==> config.mk <==
export PLATFORM = sky130hd
export DESIGN_NAME = iir_filter_direct_form_one
export DESIGN_NICKNAME = d
export VERILOG_FILES = /design/src/hdl/iirdf1_pkg.sv /design/src/hdl/iirdf1_mac.sv /design/src/hdl/iirdf1_coef.sv /design/src/hdl/iir_filter_direct_form_one.sv
export SDC_FILE = /design/constraint.sdc
export NUM_CORES = 1
export LEC_CHECK = 0
export ABC_AREA = 1
export BUFFER_PORTS_ARGS = -buffer_cell sky130_fd_sc_hd__buf_2
export CORE_MARGIN = 2
export CORE_UTILIZATION = 55
export CTS_CLUSTER_SIZE = 8
export DETAILED_ROUTE_END_ITERATION = 8
export PLACE_DENSITY = 0.75
export SLEW_MARGIN = 20
export SYNTH_ARGS = -nofsm -noshare
export SYNTH_HDL_FRONTEND = slang
export SYNTH_SLANG_ARGS = --single-unit
==> constraint.sdc <==
create_clock -name clk_i -period 21.1 [get_ports clk_i]
set_clock_uncertainty 0.1 [all_clocks]
set_input_delay 4.22 -clock clk_i [delete_from_list [all_inputs] [get_ports clk_i]]
set_output_delay 4.22 -clock clk_i [all_outputs]
set_load 0.03 [all_outputs]
==> src/hdl/iirdf1_pkg.sv <==
`default_nettype none

package iirdf1_pkg;

  // Sample and coefficient formats
  localparam int DATA_W     = 16;  // Q1.15 samples
  localparam int COEF_W     = 16;  // Q2.14 coefficients
  localparam int PROD_W     = DATA_W + COEF_W;

  // Tap layout: feedforward taps first, then the feedback taps
  localparam int NUM_FF     = 5;
  localparam int NUM_FB     = 2;
  localparam int NUM_REGS   = NUM_FF + NUM_FB;
  localparam int IN_DEPTH   = NUM_FF - 1;
  localparam int OUT_DEPTH  = NUM_FB;
  localparam int TAP_W      = $clog2(NUM_REGS + 1);
  localparam int IDX_W      = TAP_W;

  // Seven Q3.29 products summed need 35 bits; one guard bit on top
  localparam int ACC_W      = PROD_W + $clog2(NUM_REGS) + 1;
  localparam int FRAC_SHIFT = 14;
  localparam int Q_W        = ACC_W - FRAC_SHIFT;
  localparam logic [ACC_W-1:0] ROUND_BIAS = ACC_W'(1) << (FRAC_SHIFT - 1);

  // Register indexes
  localparam logic [IDX_W-1:0] REG_FF_COEF_0 = IDX_W'(0);
  localparam logic [IDX_W-1:0] REG_FB_COEF_1 = IDX_W'(NUM_FF);
  localparam logic [IDX_W-1:0] REG_FB_COEF_2 = IDX_W'(NUM_FF + 1);

  // Coefficient reset values, by register index
  localparam logic [COEF_W-1:0] COEF_RESET [NUM_REGS] = '{
    16'd1638, 16'd2458, 16'd8192, 16'd2458, 16'd1638, 16'hE000, 16'd4096
  };

  // Control from the sequencer to the multiply-accumulate unit
  typedef struct packed {
    logic clr;  // zero the accumulator
    logic en;   // issue one product this cycle
    logic sub;  // product is subtracted (feedback tap)
  } mac_ctl_t;

endpackage

`default_nettype wire

==> src/hdl/iirdf1_mac.sv <==
`default_nettype none

module iirdf1_mac (
  input  wire                                   clk_i,
  input  wire                                   rst_ni,
  input  iirdf1_pkg::mac_ctl_t                  ctl_i,
  input  wire  signed [iirdf1_pkg::COEF_W-1:0]  coef_i,
  input  wire  signed [iirdf1_pkg::DATA_W-1:0]  data_i,
  output logic signed [iirdf1_pkg::ACC_W-1:0]   acc_o
);

  logic signed [iirdf1_pkg::PROD_W-1:0] prod_q;
  logic                                 vld_q;
  logic                                 sub_q;
  logic signed [iirdf1_pkg::ACC_W-1:0]  acc_q;
  logic signed [iirdf1_pkg::ACC_W-1:0]  prod_ext;

  assign prod_ext = iirdf1_pkg::ACC_W'(prod_q);

  // Product register, then accumulate in the next cycle
  always_ff @(posedge clk_i or negedge rst_ni) begin
    if (!rst_ni) begin
      prod_q <= '0;
      vld_q  <= 1'b0;
      sub_q  <= 1'b0;
      acc_q  <= '0;
    end else if (ctl_i.clr) begin
      vld_q  <= 1'b0;
      acc_q  <= '0;
    end else begin
      prod_q <= coef_i * data_i;
      vld_q  <= ctl_i.en;
      sub_q  <= ctl_i.sub;
      if (vld_q) begin
        acc_q <= sub_q ? acc_q - prod_ext : acc_q + prod_ext;
      end
    end
  end

  assign acc_o = acc_q;

endmodule

`default_nettype wire

==> src/hdl/iirdf1_coef.sv <==
`default_nettype none

module iirdf1_coef (
  input  wire                                  clk_i,
  input  wire                                  rst_ni,
  input  wire                                  cfg_we_i,
  input  wire  [iirdf1_pkg::IDX_W-1:0]         cfg_idx_i,
  input  wire  [iirdf1_pkg::COEF_W-1:0]        cfg_data_i,
  input  wire  [iirdf1_pkg::TAP_W-1:0]         tap_i,
  output logic signed [iirdf1_pkg::COEF_W-1:0] coef_o
);

  logic [iirdf1_pkg::COEF_W-1:0] coef_q [iirdf1_pkg::NUM_REGS];

  // Register file; writes past the last index are dropped
  always_ff @(posedge clk_i or negedge rst_ni) begin
    if (!rst_ni) begin
      for (int i = 0; i < iirdf1_pkg::NUM_REGS; i++) begin
        coef_q[i] <= iirdf1_pkg::COEF_RESET[i];
      end
    end else if (cfg_we_i && (cfg_idx_i < iirdf1_pkg::IDX_W'(iirdf1_pkg::NUM_REGS))) begin
      coef_q[cfg_idx_i] <= cfg_data_i;
    end
  end

  // Coefficient for the tap being processed
  always_comb begin
    if (tap_i < iirdf1_pkg::TAP_W'(iirdf1_pkg::NUM_REGS)) begin
      coef_o = $signed(coef_q[tap_i]);
    end else begin
      coef_o = '0;
    end
  end

endmodule

`default_nettype wire

==> src/hdl/iir_filter_direct_form_one.sv <==
// Direct-form-I IIR filter, one Q1.15 output word per Q1.15 input word.
// The output is b0*x[n]+..+b4*x[n-4] - a1*y[n-1] - a2*y[n-2] with Q2.14
// coefficients, rounded half up to Q1.15 and saturated; tuser on the output
// flags saturation, tuser on the input clears both histories first. All seven
// products go through one 16x16 multiplier with a registered product and a
// 36-bit accumulator, one tap per cycle. After the input accept a sample steps
// through the seven taps, a drain state that adds the last product and a done
// state that loads the output register. The next input word is taken in the
// cycle after that load; a full output register holds the last step and stalls
// the input until the word is taken. Coefficients are to be written by the user
// through cfg_we_i/cfg_idx_i/cfg_data_i while the filter is idle; the block
// itself does not enforce this.
`default_nettype none

module iir_filter_direct_form_one (
  input  wire         clk_i,
  input  wire         rst_ni,
  // configuration write port
  input  wire         cfg_we_i,
  input  wire  [2:0]  cfg_idx_i,
  input  wire  [15:0] cfg_data_i,
  // input stream
  input  wire         s_axis_tvalid,
  output logic        s_axis_tready,
  input  wire  [15:0] s_axis_tdata,   // [15:0] sample_in
  input  wire         s_axis_tuser,   // [0] stream_start
  // output stream
  output logic        m_axis_tvalid,
  input  wire         m_axis_tready,
  output logic [15:0] m_axis_tdata,   // [15:0] sample_out
  output logic        m_axis_tuser    // [0] clipped
);

  typedef enum logic [1:0] {
    ST_IDLE,
    ST_MAC,
    ST_DRAIN,
    ST_DONE
  } state_e;

  localparam int DW = iirdf1_pkg::DATA_W;
  localparam int TW = iirdf1_pkg::TAP_W;

  state_e                   state_q;
  logic [TW-1:0]            tap_q;
  logic signed [DW-1:0]     x_q;
  logic [DW-1:0]            in_hist_q  [iirdf1_pkg::IN_DEPTH];
  logic [DW-1:0]            out_hist_q [iirdf1_pkg::OUT_DEPTH];
  logic                     m_tvalid_q;
  logic [DW-1:0]            m_tdata_q;
  logic                     m_tuser_q;

  logic                     in_fire;
  logic                     out_free;
  iirdf1_pkg::mac_ctl_t     mac_ctl;
  logic signed [iirdf1_pkg::COEF_W-1:0] coef;
  logic signed [DW-1:0]     operand;
  logic signed [iirdf1_pkg::ACC_W-1:0]  acc;
  logic [TW-1:0]            ff_idx;
  logic [TW-1:0]            fb_idx;
  logic [iirdf1_pkg::ACC_W-1:0] biased;
  logic [iirdf1_pkg::Q_W-1:0]   q;
  logic                     fits;
  logic [DW-1:0]            y;

  assign s_axis_tready = (state_q == ST_IDLE);
  assign in_fire       = s_axis_tvalid && s_axis_tready;
  assign out_free      = !m_tvalid_q || m_axis_tready;

  // Operand for the current tap: new sample, input history, output history
  assign ff_idx = tap_q - TW'(1);
  assign fb_idx = tap_q - TW'(iirdf1_pkg::NUM_FF);
  always_comb begin
    if (tap_q == iirdf1_pkg::REG_FF_COEF_0) begin
      operand = x_q;
    end else if (tap_q < iirdf1_pkg::REG_FB_COEF_1) begin
      operand = $signed(in_hist_q[ff_idx[$clog2(iirdf1_pkg::IN_DEPTH)-1:0]]);
    end else begin
      operand = $signed(out_hist_q[fb_idx[$clog2(iirdf1_pkg::OUT_DEPTH)-1:0]]);
    end
  end

  assign mac_ctl.clr = in_fire;
  assign mac_ctl.en  = (state_q == ST_MAC);
  assign mac_ctl.sub = (tap_q >= iirdf1_pkg::REG_FB_COEF_1);

  iirdf1_coef u_coef (
    .clk_i      (clk_i),
    .rst_ni     (rst_ni),
    .cfg_we_i   (cfg_we_i),
    .cfg_idx_i  (cfg_idx_i),
    .cfg_data_i (cfg_data_i),
    .tap_i      (tap_q),
    .coef_o     (coef)
  );

  iirdf1_mac u_mac (
    .clk_i  (clk_i),
    .rst_ni (rst_ni),
    .ctl_i  (mac_ctl),
    .coef_i (coef),
    .data_i (operand),
    .acc_o  (acc)
  );

  // Round half up to Q1.15, then saturate
  assign biased = acc + iirdf1_pkg::ROUND_BIAS;
  assign q      = biased[iirdf1_pkg::ACC_W-1:iirdf1_pkg::FRAC_SHIFT];
  assign fits   = (q[iirdf1_pkg::Q_W-1:DW-1] == '0) || (q[iirdf1_pkg::Q_W-1:DW-1] == '1);
  always_comb begin
    if (fits) begin
      y = q[DW-1:0];
    end else if (q[iirdf1_pkg::Q_W-1]) begin
      y = {1'b1, {(DW-1){1'b0}}};
    end else begin
      y = {1'b0, {(DW-1){1'b1}}};
    end
  end

  // Sequencer, histories and output register
  always_ff @(posedge clk_i or negedge rst_ni) begin
    if (!rst_ni) begin
      state_q    <= ST_IDLE;
      tap_q      <= '0;
      x_q        <= '0;
      m_tvalid_q <= 1'b0;
      m_tdata_q  <= '0;
      m_tuser_q  <= 1'b0;
      for (int i = 0; i < iirdf1_pkg::IN_DEPTH; i++) in_hist_q[i] <= '0;
      for (int i = 0; i < iirdf1_pkg::OUT_DEPTH; i++) out_hist_q[i] <= '0;
    end else begin
      // in the last step a taken word is replaced by the new one below
      if (m_tvalid_q && m_axis_tready && (state_q != ST_DONE)) begin
        m_tvalid_q <= 1'b0;
      end
      case (state_q)
        ST_IDLE: begin
          if (in_fire) begin
            x_q     <= $signed(s_axis_tdata);
            tap_q   <= '0;
            state_q <= ST_MAC;
            if (s_axis_tuser) begin
              for (int i = 0; i < iirdf1_pkg::IN_DEPTH; i++) in_hist_q[i] <= '0;
              for (int i = 0; i < iirdf1_pkg::OUT_DEPTH; i++) out_hist_q[i] <= '0;
            end
          end
        end
        ST_MAC: begin
          tap_q <= tap_q + TW'(1);
          if (tap_q == iirdf1_pkg::REG_FB_COEF_2) begin
            state_q <= ST_DRAIN;
          end
        end
        ST_DRAIN: begin
          state_q <= ST_DONE;
        end
        ST_DONE: begin
          // wait for the output register before committing the sample
          if (out_free) begin
            m_tvalid_q <= 1'b1;
            m_tdata_q  <= y;
            m_tuser_q  <= !fits;
            for (int i = iirdf1_pkg::IN_DEPTH - 1; i > 0; i--) in_hist_q[i] <= in_hist_q[i-1];
            in_hist_q[0] <= x_q;
            for (int i = iirdf1_pkg::OUT_DEPTH - 1; i > 0; i--) out_hist_q[i] <= out_hist_q[i-1];
            out_hist_q[0] <= y;
            state_q <= ST_IDLE;
          end
        end
        default: begin
          state_q <= ST_IDLE;
        end
      endcase
    end
  end

  assign m_axis_tvalid = m_tvalid_q;
  assign m_axis_tdata  = m_tdata_q;
  assign m_axis_tuser  = m_tuser_q;

endmodule

`default_nettype wire

======== After elaboration in Yosys (flattened, before gate mapping) ========
Index checks and enable logic that the tools add are counted.
Widths: inputs -> output; s select.
operators by class
  reductions and logical operators ........ 20
  magnitude comparators ................... 9
  multipliers ............................. 1
  equality and inequality tests ........... 10
  add/sub/neg operators ................... 6
  mux-type cells .......................... 38
  bitwise gates (word level) .............. 4
operators by type and width
  operator                number
  $mux 16                 13
  $mux 64                 3
  $pmux 64 s2             1
  $bwmux 112              1
  $mux 36                 3
  $mux 32                 3
  $pmux 32 s2             1
  $bmux 16 s3             1
  $demux 16 s3            1
  $add 36x14->36 const B  1
  $add 36x32->36          1
  $sub 36x32->36          1
  $bmux 16 s2             1
  $mul 16x16->32          1
  $lt 3x3->1 const B      3
  $ge 4x4->1 const B      2
  $not 3->4               2
  $pmux 2 s4              1
  $eq 7x7->1 const B      1
  $logic_not 7->1         1
  $ge 3x3->1 const B      2
  $mux 2                  3
  $ne 2x2->1 const B      3
  $pmux 3 s2              1
  other kinds (22)        37
word-level totals
  word-level logic and storage cells ...... 111
  output and inout port bits .............. 19
  register bits after elaboration ......... 317
  input bits .............................. 41

======== Logic depth before layout (Yosys ltp) ========
  word-level depth ........................ 8
  mapped depth ............................ 39
  mapped depth without buffers ............ 33

======== Modules after synthesis ========
From an unflattened synthesis, not the netlist that was laid out.
unflattened totals
  cell total of the unflattened synthesis .. 3,932
  area, all modules ....................... 28,954.0 um^2
modules (own cells, without submodules)
  module                      times used  seq. area each (um^2)  area each (um^2)  cells each
  iirdf1_mac                  1           1,751.7                16,527.1          2,315
  iir_filter_direct_form_one  1           3,378.2                7,035.5           885
  iirdf1_coef                 1           2,839.0                5,391.4           732

======== Worst setup path after synthesis ========
No wires, ideal clock.
  path type ............................... flip-flop to flip-flop
  start ................................... register tap_q[0]
  end ..................................... register u_mac.prod_q[25] in the netlist's numbering
  arrival ................................. 7.368 ns
  required time ........................... 20.868 ns
  stages on the path, launching flop included .. 35
  clock period less this slack ............ 7.600 ns
  setup slack ............................. 13.500 ns
  library setup time ...................... 0.132 ns
  buffers on the path ..................... 6
  path through ............................ dfrtp_1 -> buf_2 -> inv_2 -> buf_4 -> buf_4 -> buf_2 -> ha_1 -> buf_2 -> buf_1 -> a21oi_1 -> o21ai_0 -> nand3_1 -> nand3_1 -> nand2_1 -> nor2_1 -> inv_1 -> fa_1 -> inv_1 -> fa_1 -> inv_1 -> fa_1 -> fa_1 -> inv_1 -> fa_1 -> inv_1 -> fa_1 -> inv_1 -> ha_1 -> a21oi_1 -> o21ai_0 -> a21oi_1 -> nand3_1 -> or2_2 -> nand3_1 -> o21ai_0
on the way
  cells in the longest elaborated chain, start to end .. 8
  elaborated cells between the ends (all ways) .. 21
  classes of those cells .................. add/sub: 2; mul: 1; order compare: 2; mux: 12; bitwise: 3; reduce/logical: 1
RTL lines
  what                                                                 line                                                                RTL
  start, declared                                                      iir_filter_direct_form_one.sv:45                                    logic [TW-1:0] tap_q;
  start signal, assigned                                               iir_filter_direct_form_one.sv:149                                   tap_q <= tap_q + TW'(1);
  $sub 2x1->2 / $sub 1x1->1 (equally long branches)                    iir_filter_direct_form_one.sv:71, iir_filter_direct_form_one.sv:72
  $not 2->3 (not written as such) / $not 1->2 (equally long branches)  iir_filter_direct_form_one.sv:77, iir_filter_direct_form_one.sv:79
  $bmux 16 s2 / $mux 16 (equally long branches)                        iir_filter_direct_form_one.sv:77, iir_filter_direct_form_one.sv:79
  $mux 16 (on tied branches) (2 in a row)                              iir_filter_direct_form_one.sv:77, iir_filter_direct_form_one.sv:79
  $mux 16                                                              iir_filter_direct_form_one.sv:76                                    end else if (tap_q < iirdf1_pkg::REG_FB_COEF_1) begin
  $mux 16                                                              iir_filter_direct_form_one.sv:74                                    if (tap_q == iirdf1_pkg::REG_FF_COEF_0) begin
  $mul 16x16->32 (*)                                                   iirdf1_mac.sv:31                                                    prod_q <= coef_i * data_i;
  end signal, assigned                                                 iirdf1_mac.sv:31
  end, declared                                                        iirdf1_mac.sv:12                                                    logic signed [iirdf1_pkg::PROD_W-1:0] prod_q;
Mark *: on every way between the ends. The rest lies on a longest branch, timed or not. The select of a mux whose other input is x is not followed.
A chain may end at the register's enable or synchronous reset.

======== Worst setup path after layout ========
  start ................................... register tap_q[2]
  end ..................................... register u_mac.prod_q[31] in the netlist's numbering
on the way
  cells in the longest elaborated chain, start to end .. 6
  elaborated cells between the ends (all ways) .. 11
  classes of those cells .................. mul: 1; order compare: 2; mux: 6; bitwise: 1; reduce/logical: 1
RTL lines
  what                                        line               RTL
  $not 3->4 (not written as such)             iirdf1_coef.sv:29  coef_o = $signed(coef_q[tap_i]);
  $bmux 16 s3                                 iirdf1_coef.sv:29
  $mux 16 (not written as such) (2 in a row)  iirdf1_coef.sv:29
  $mux 16                                     iirdf1_coef.sv:28  if (tap_i < iirdf1_pkg::TAP_W'(iirdf1_pkg::NUM_REGS)) begin
  $mul 16x16->32 (*)                          iirdf1_mac.sv:31
Marked as above.

==> impl_metrics.env <==
export IMPL_ios=60
export IMPL_synth_common_cells="nand2_1 (834), inv_1 (611), o21ai_0 (362)"
export IMPL_grt_max_degree=112
export IMPL_yosys_area_top_type="dfrtp_1"
export IMPL_cpPeakStageDelay_ns=0.91
export IMPL_drive_gt1_share_pct=6.35
export IMPL_multi_input_area_mm2=0.0167
export IMPL_clock_sink_count=317
export IMPL_critPathRequiredTime_ns=21.50
export IMPL_r2r_start="tap_q[2]$_DFFE_PN0P_"
export IMPL_ant_nets=0
export IMPL_hold_path_class="flip-flop to flip-flop"
export IMPL_dr_pass1_iters=6
export IMPL_die_width_um=228
export IMPL_wl_um=72400
export IMPL_crit_path_end_kind="flip-flop"
export IMPL_globalplace_congestion=1.01
export IMPL_cts_tree="yes"
export IMPL_yosysMostFrequentCell="nand2_1"
export IMPL_post_cts_resized=0
export IMPL_grt_pass1_wl_um=122000
export IMPL_nFillCells=4465
export IMPL_cts_setup_buffers=0
export IMPL_setup_ws_ns=12.18
export IMPL_critPathBufInv=8
export IMPL_synthesis_area_mm2=0.0275
export IMPL_yosys_warnings=0
export IMPL_start_util_pct=56.0
export IMPL_core_mm2=0.0492
export IMPL_rsz0062_at_grt="false"
export IMPL_final_cells=4256
export IMPL_crit_family="adder cells"
export IMPL_grt_total_usage_pct=28.9
export IMPL_ys_ff_latch=317
export IMPL_place_worst_setup_slack_ns=12.45
export IMPL_detail_route_wl_per_cell_um=17.0
export IMPL_rows=81
export IMPL_n_antenna_cell=0
export IMPL_status="complete, no violations"
export IMPL_hold_path_startpoint="m_axis_tdata[4]$_DFFE_PN0P_"
export IMPL_cts_buffer_depth=3
export IMPL_via_count=23550
export IMPL_arrival_ns=9.32
export IMPL_synth_edf_count=0
export IMPL_final_hold_violation_count=0
export IMPL_synth_main_ff_cell="dfrtp_1"
export IMPL_via_per_inst=5.53
export IMPL_fmax_ghz=0.112
export IMPL_placed_cells=4182
export IMPL_area_delta_synth_final_pct=7.64
export IMPL_cts_clk_slew_worst_paths_ns=0.05
export IMPL_busiest_layer="met2"
export IMPL_drc=0
export IMPL_overflow=0
export IMPL_hold_buffers=0
export IMPL_slowest_stage="dfrtp_1"
export IMPL_r2r_cells=27
export IMPL_drv_slew=0
export IMPL_dpl_hpwl_um=54500
export IMPL_path_class="flip-flop to flip-flop"
export IMPL_synthTopCellsByArea="dfrtp_1 (26%), fa_1 (19%), nand2_1 (11%), inv_1 (8.3%), o21ai_0 (6.6%)"
export IMPL_path_max_fanout=22
export IMPL_cts_root_buf="clkbuf_16"
export IMPL_h_tree_depth=2
export IMPL_finalCritPeriodShare_pct=42.3
export IMPL_syn_nets=3990
export IMPL_fin_setup_tns_ns=0
export IMPL_syn_inst=3559
export IMPL_numCtsBuffers=46
export IMPL_holdWs_ns=0.374
export IMPL_ys_async_sr_fraction_pct=100
export IMPL_grtUsageMet2_pct=45.3
export IMPL_nets=3997
export IMPL_syn_avg_cell_area_um2=7.73
export IMPL_die_h_um=228
export IMPL_use_met3_pct=4.72
export IMPL_die_area_mm2=0.0519
export IMPL_period_needed_ns=8.92
export IMPL_ff2ff_setup_slack_ns=12.18
export IMPL_hold_end="m_axis_tdata[4]$_DFFE_PN0P_"
export IMPL_regArea_mm2=0.00797
export IMPL_relSlewSlack_pct=33.1
export IMPL_reg2reg_to="u_mac.prod_q[31]$_DFFE_PN0N_"
export IMPL_dr_first_iter_drc_count=2264
export IMPL_finalSetupViolations=0
export IMPL_worst_pin_slew_ns=1.00
export IMPL_grt_pass1_vias=23192
export IMPL_met1_usage_pct=42.3
export IMPL_synthDistinctLibCells=48
export IMPL_cp_start_kind="flip-flop"
export IMPL_grt_antenna_before_repair=0
export IMPL_maxCapViolCount=0
export IMPL_insertion_delay_ns=0.58
export IMPL_hold_path_depth=2
export IMPL_yosysSeqAreaShare_pct=29.0
export IMPL_port_buffers=59
export IMPL_synth_top_cell_area_share_pct=26.2
final cells by class:
type | instances | share of cell area, %
Inverter | 623 | 7.90
Clock buffer | 71 | 4.34
Tap cell | 664 | 2.80
Multi-Input combinational cell | 2498 | 56.3
Sequential cell | 317 | 26.9
Clock inverter | 3 | 0.194
Timing Repair Buffer | 80 | 1.56
tightest hold or removal path, delay by kind of cell, from the launching register on:
kind | cells | cell delay, ns
and+or+nand+nor | 2 | 0.10
DFF | 1 | 0.34
per-layer routing:
layer / share of wire, % / vias up
met5: 0 / -
met4: 2.0 / 0
met3: 8.2 / 108
met2: 45 / 922
met1: 44 / 11355
li1: - / 11165
stage by stage:
stage,instance area (um2),utilization [%]
after global routing,29600,60.3
final,29600,60.3
after floorplan,27500,-
after global placement,28300,57.5
after CTS,29600,60.2
after detailed placement,28300,57.5
cell usage in the layout (no fill, tap or decap), drive strengths merged, types with 17 or more instances in the layout:
cell type	n
nand4	17
ha	127
o22ai	58
buf	80
nand3	120
clkbuf	71
nand2	859
xnor2	21
dfstp	29
a21oi	125
fa	263
o211ai	26
dfrtp	288
inv	618
nor3	31
xor2	48
o21ai	367
nor2	343
sequential cells by signal, indices dropped and copies added (netlist names), 3 cells and up:
register	flops
in_hist_q	64
u_mac.acc_o	36
u_mac.prod_q	32
tap_q	3
u_coef.coef_q	112
out_hist_q	32
x_q	16
m_axis_tdata	16
worst max-delay path by stage:
stage                               from                            to  cells after the start
CTS                 tap_q[0]$_DFFE_PN0P_  u_mac.prod_q[31]$_DFFE_PN0N_                     32
global placement    tap_q[2]$_DFFE_PN0P_  u_mac.prod_q[31]$_DFFE_PN0N_                     27
global route        tap_q[0]$_DFFE_PN0P_  u_mac.prod_q[31]$_DFFE_PN0N_                     32
floorplan           tap_q[0]$_DFFE_PN0P_  u_mac.prod_q[25]$_DFFE_PN0N_                     34
detailed placement  tap_q[0]$_DFFE_PN0P_  u_mac.prod_q[31]$_DFFE_PN0N_                     32
finish              tap_q[2]$_DFFE_PN0P_  u_mac.prod_q[31]$_DFFE_PN0N_                     27
kinds of logic (layout without fill, tap and decap cells):
family	count (synthesis)	after routing	share of synthesized area, %
compound gates	649	649	13.0
xor+xnor	69	69	2.20
fa+ha+maj	390	390	24.9
buf+inv	744	777	10.5
flops	317	317	29.0
simple gates	1390	1390	20.4
Power is left out: the tool's default activity adds up to more than one toggle a clock period on the data nets, which glitch-free logic cannot reach.
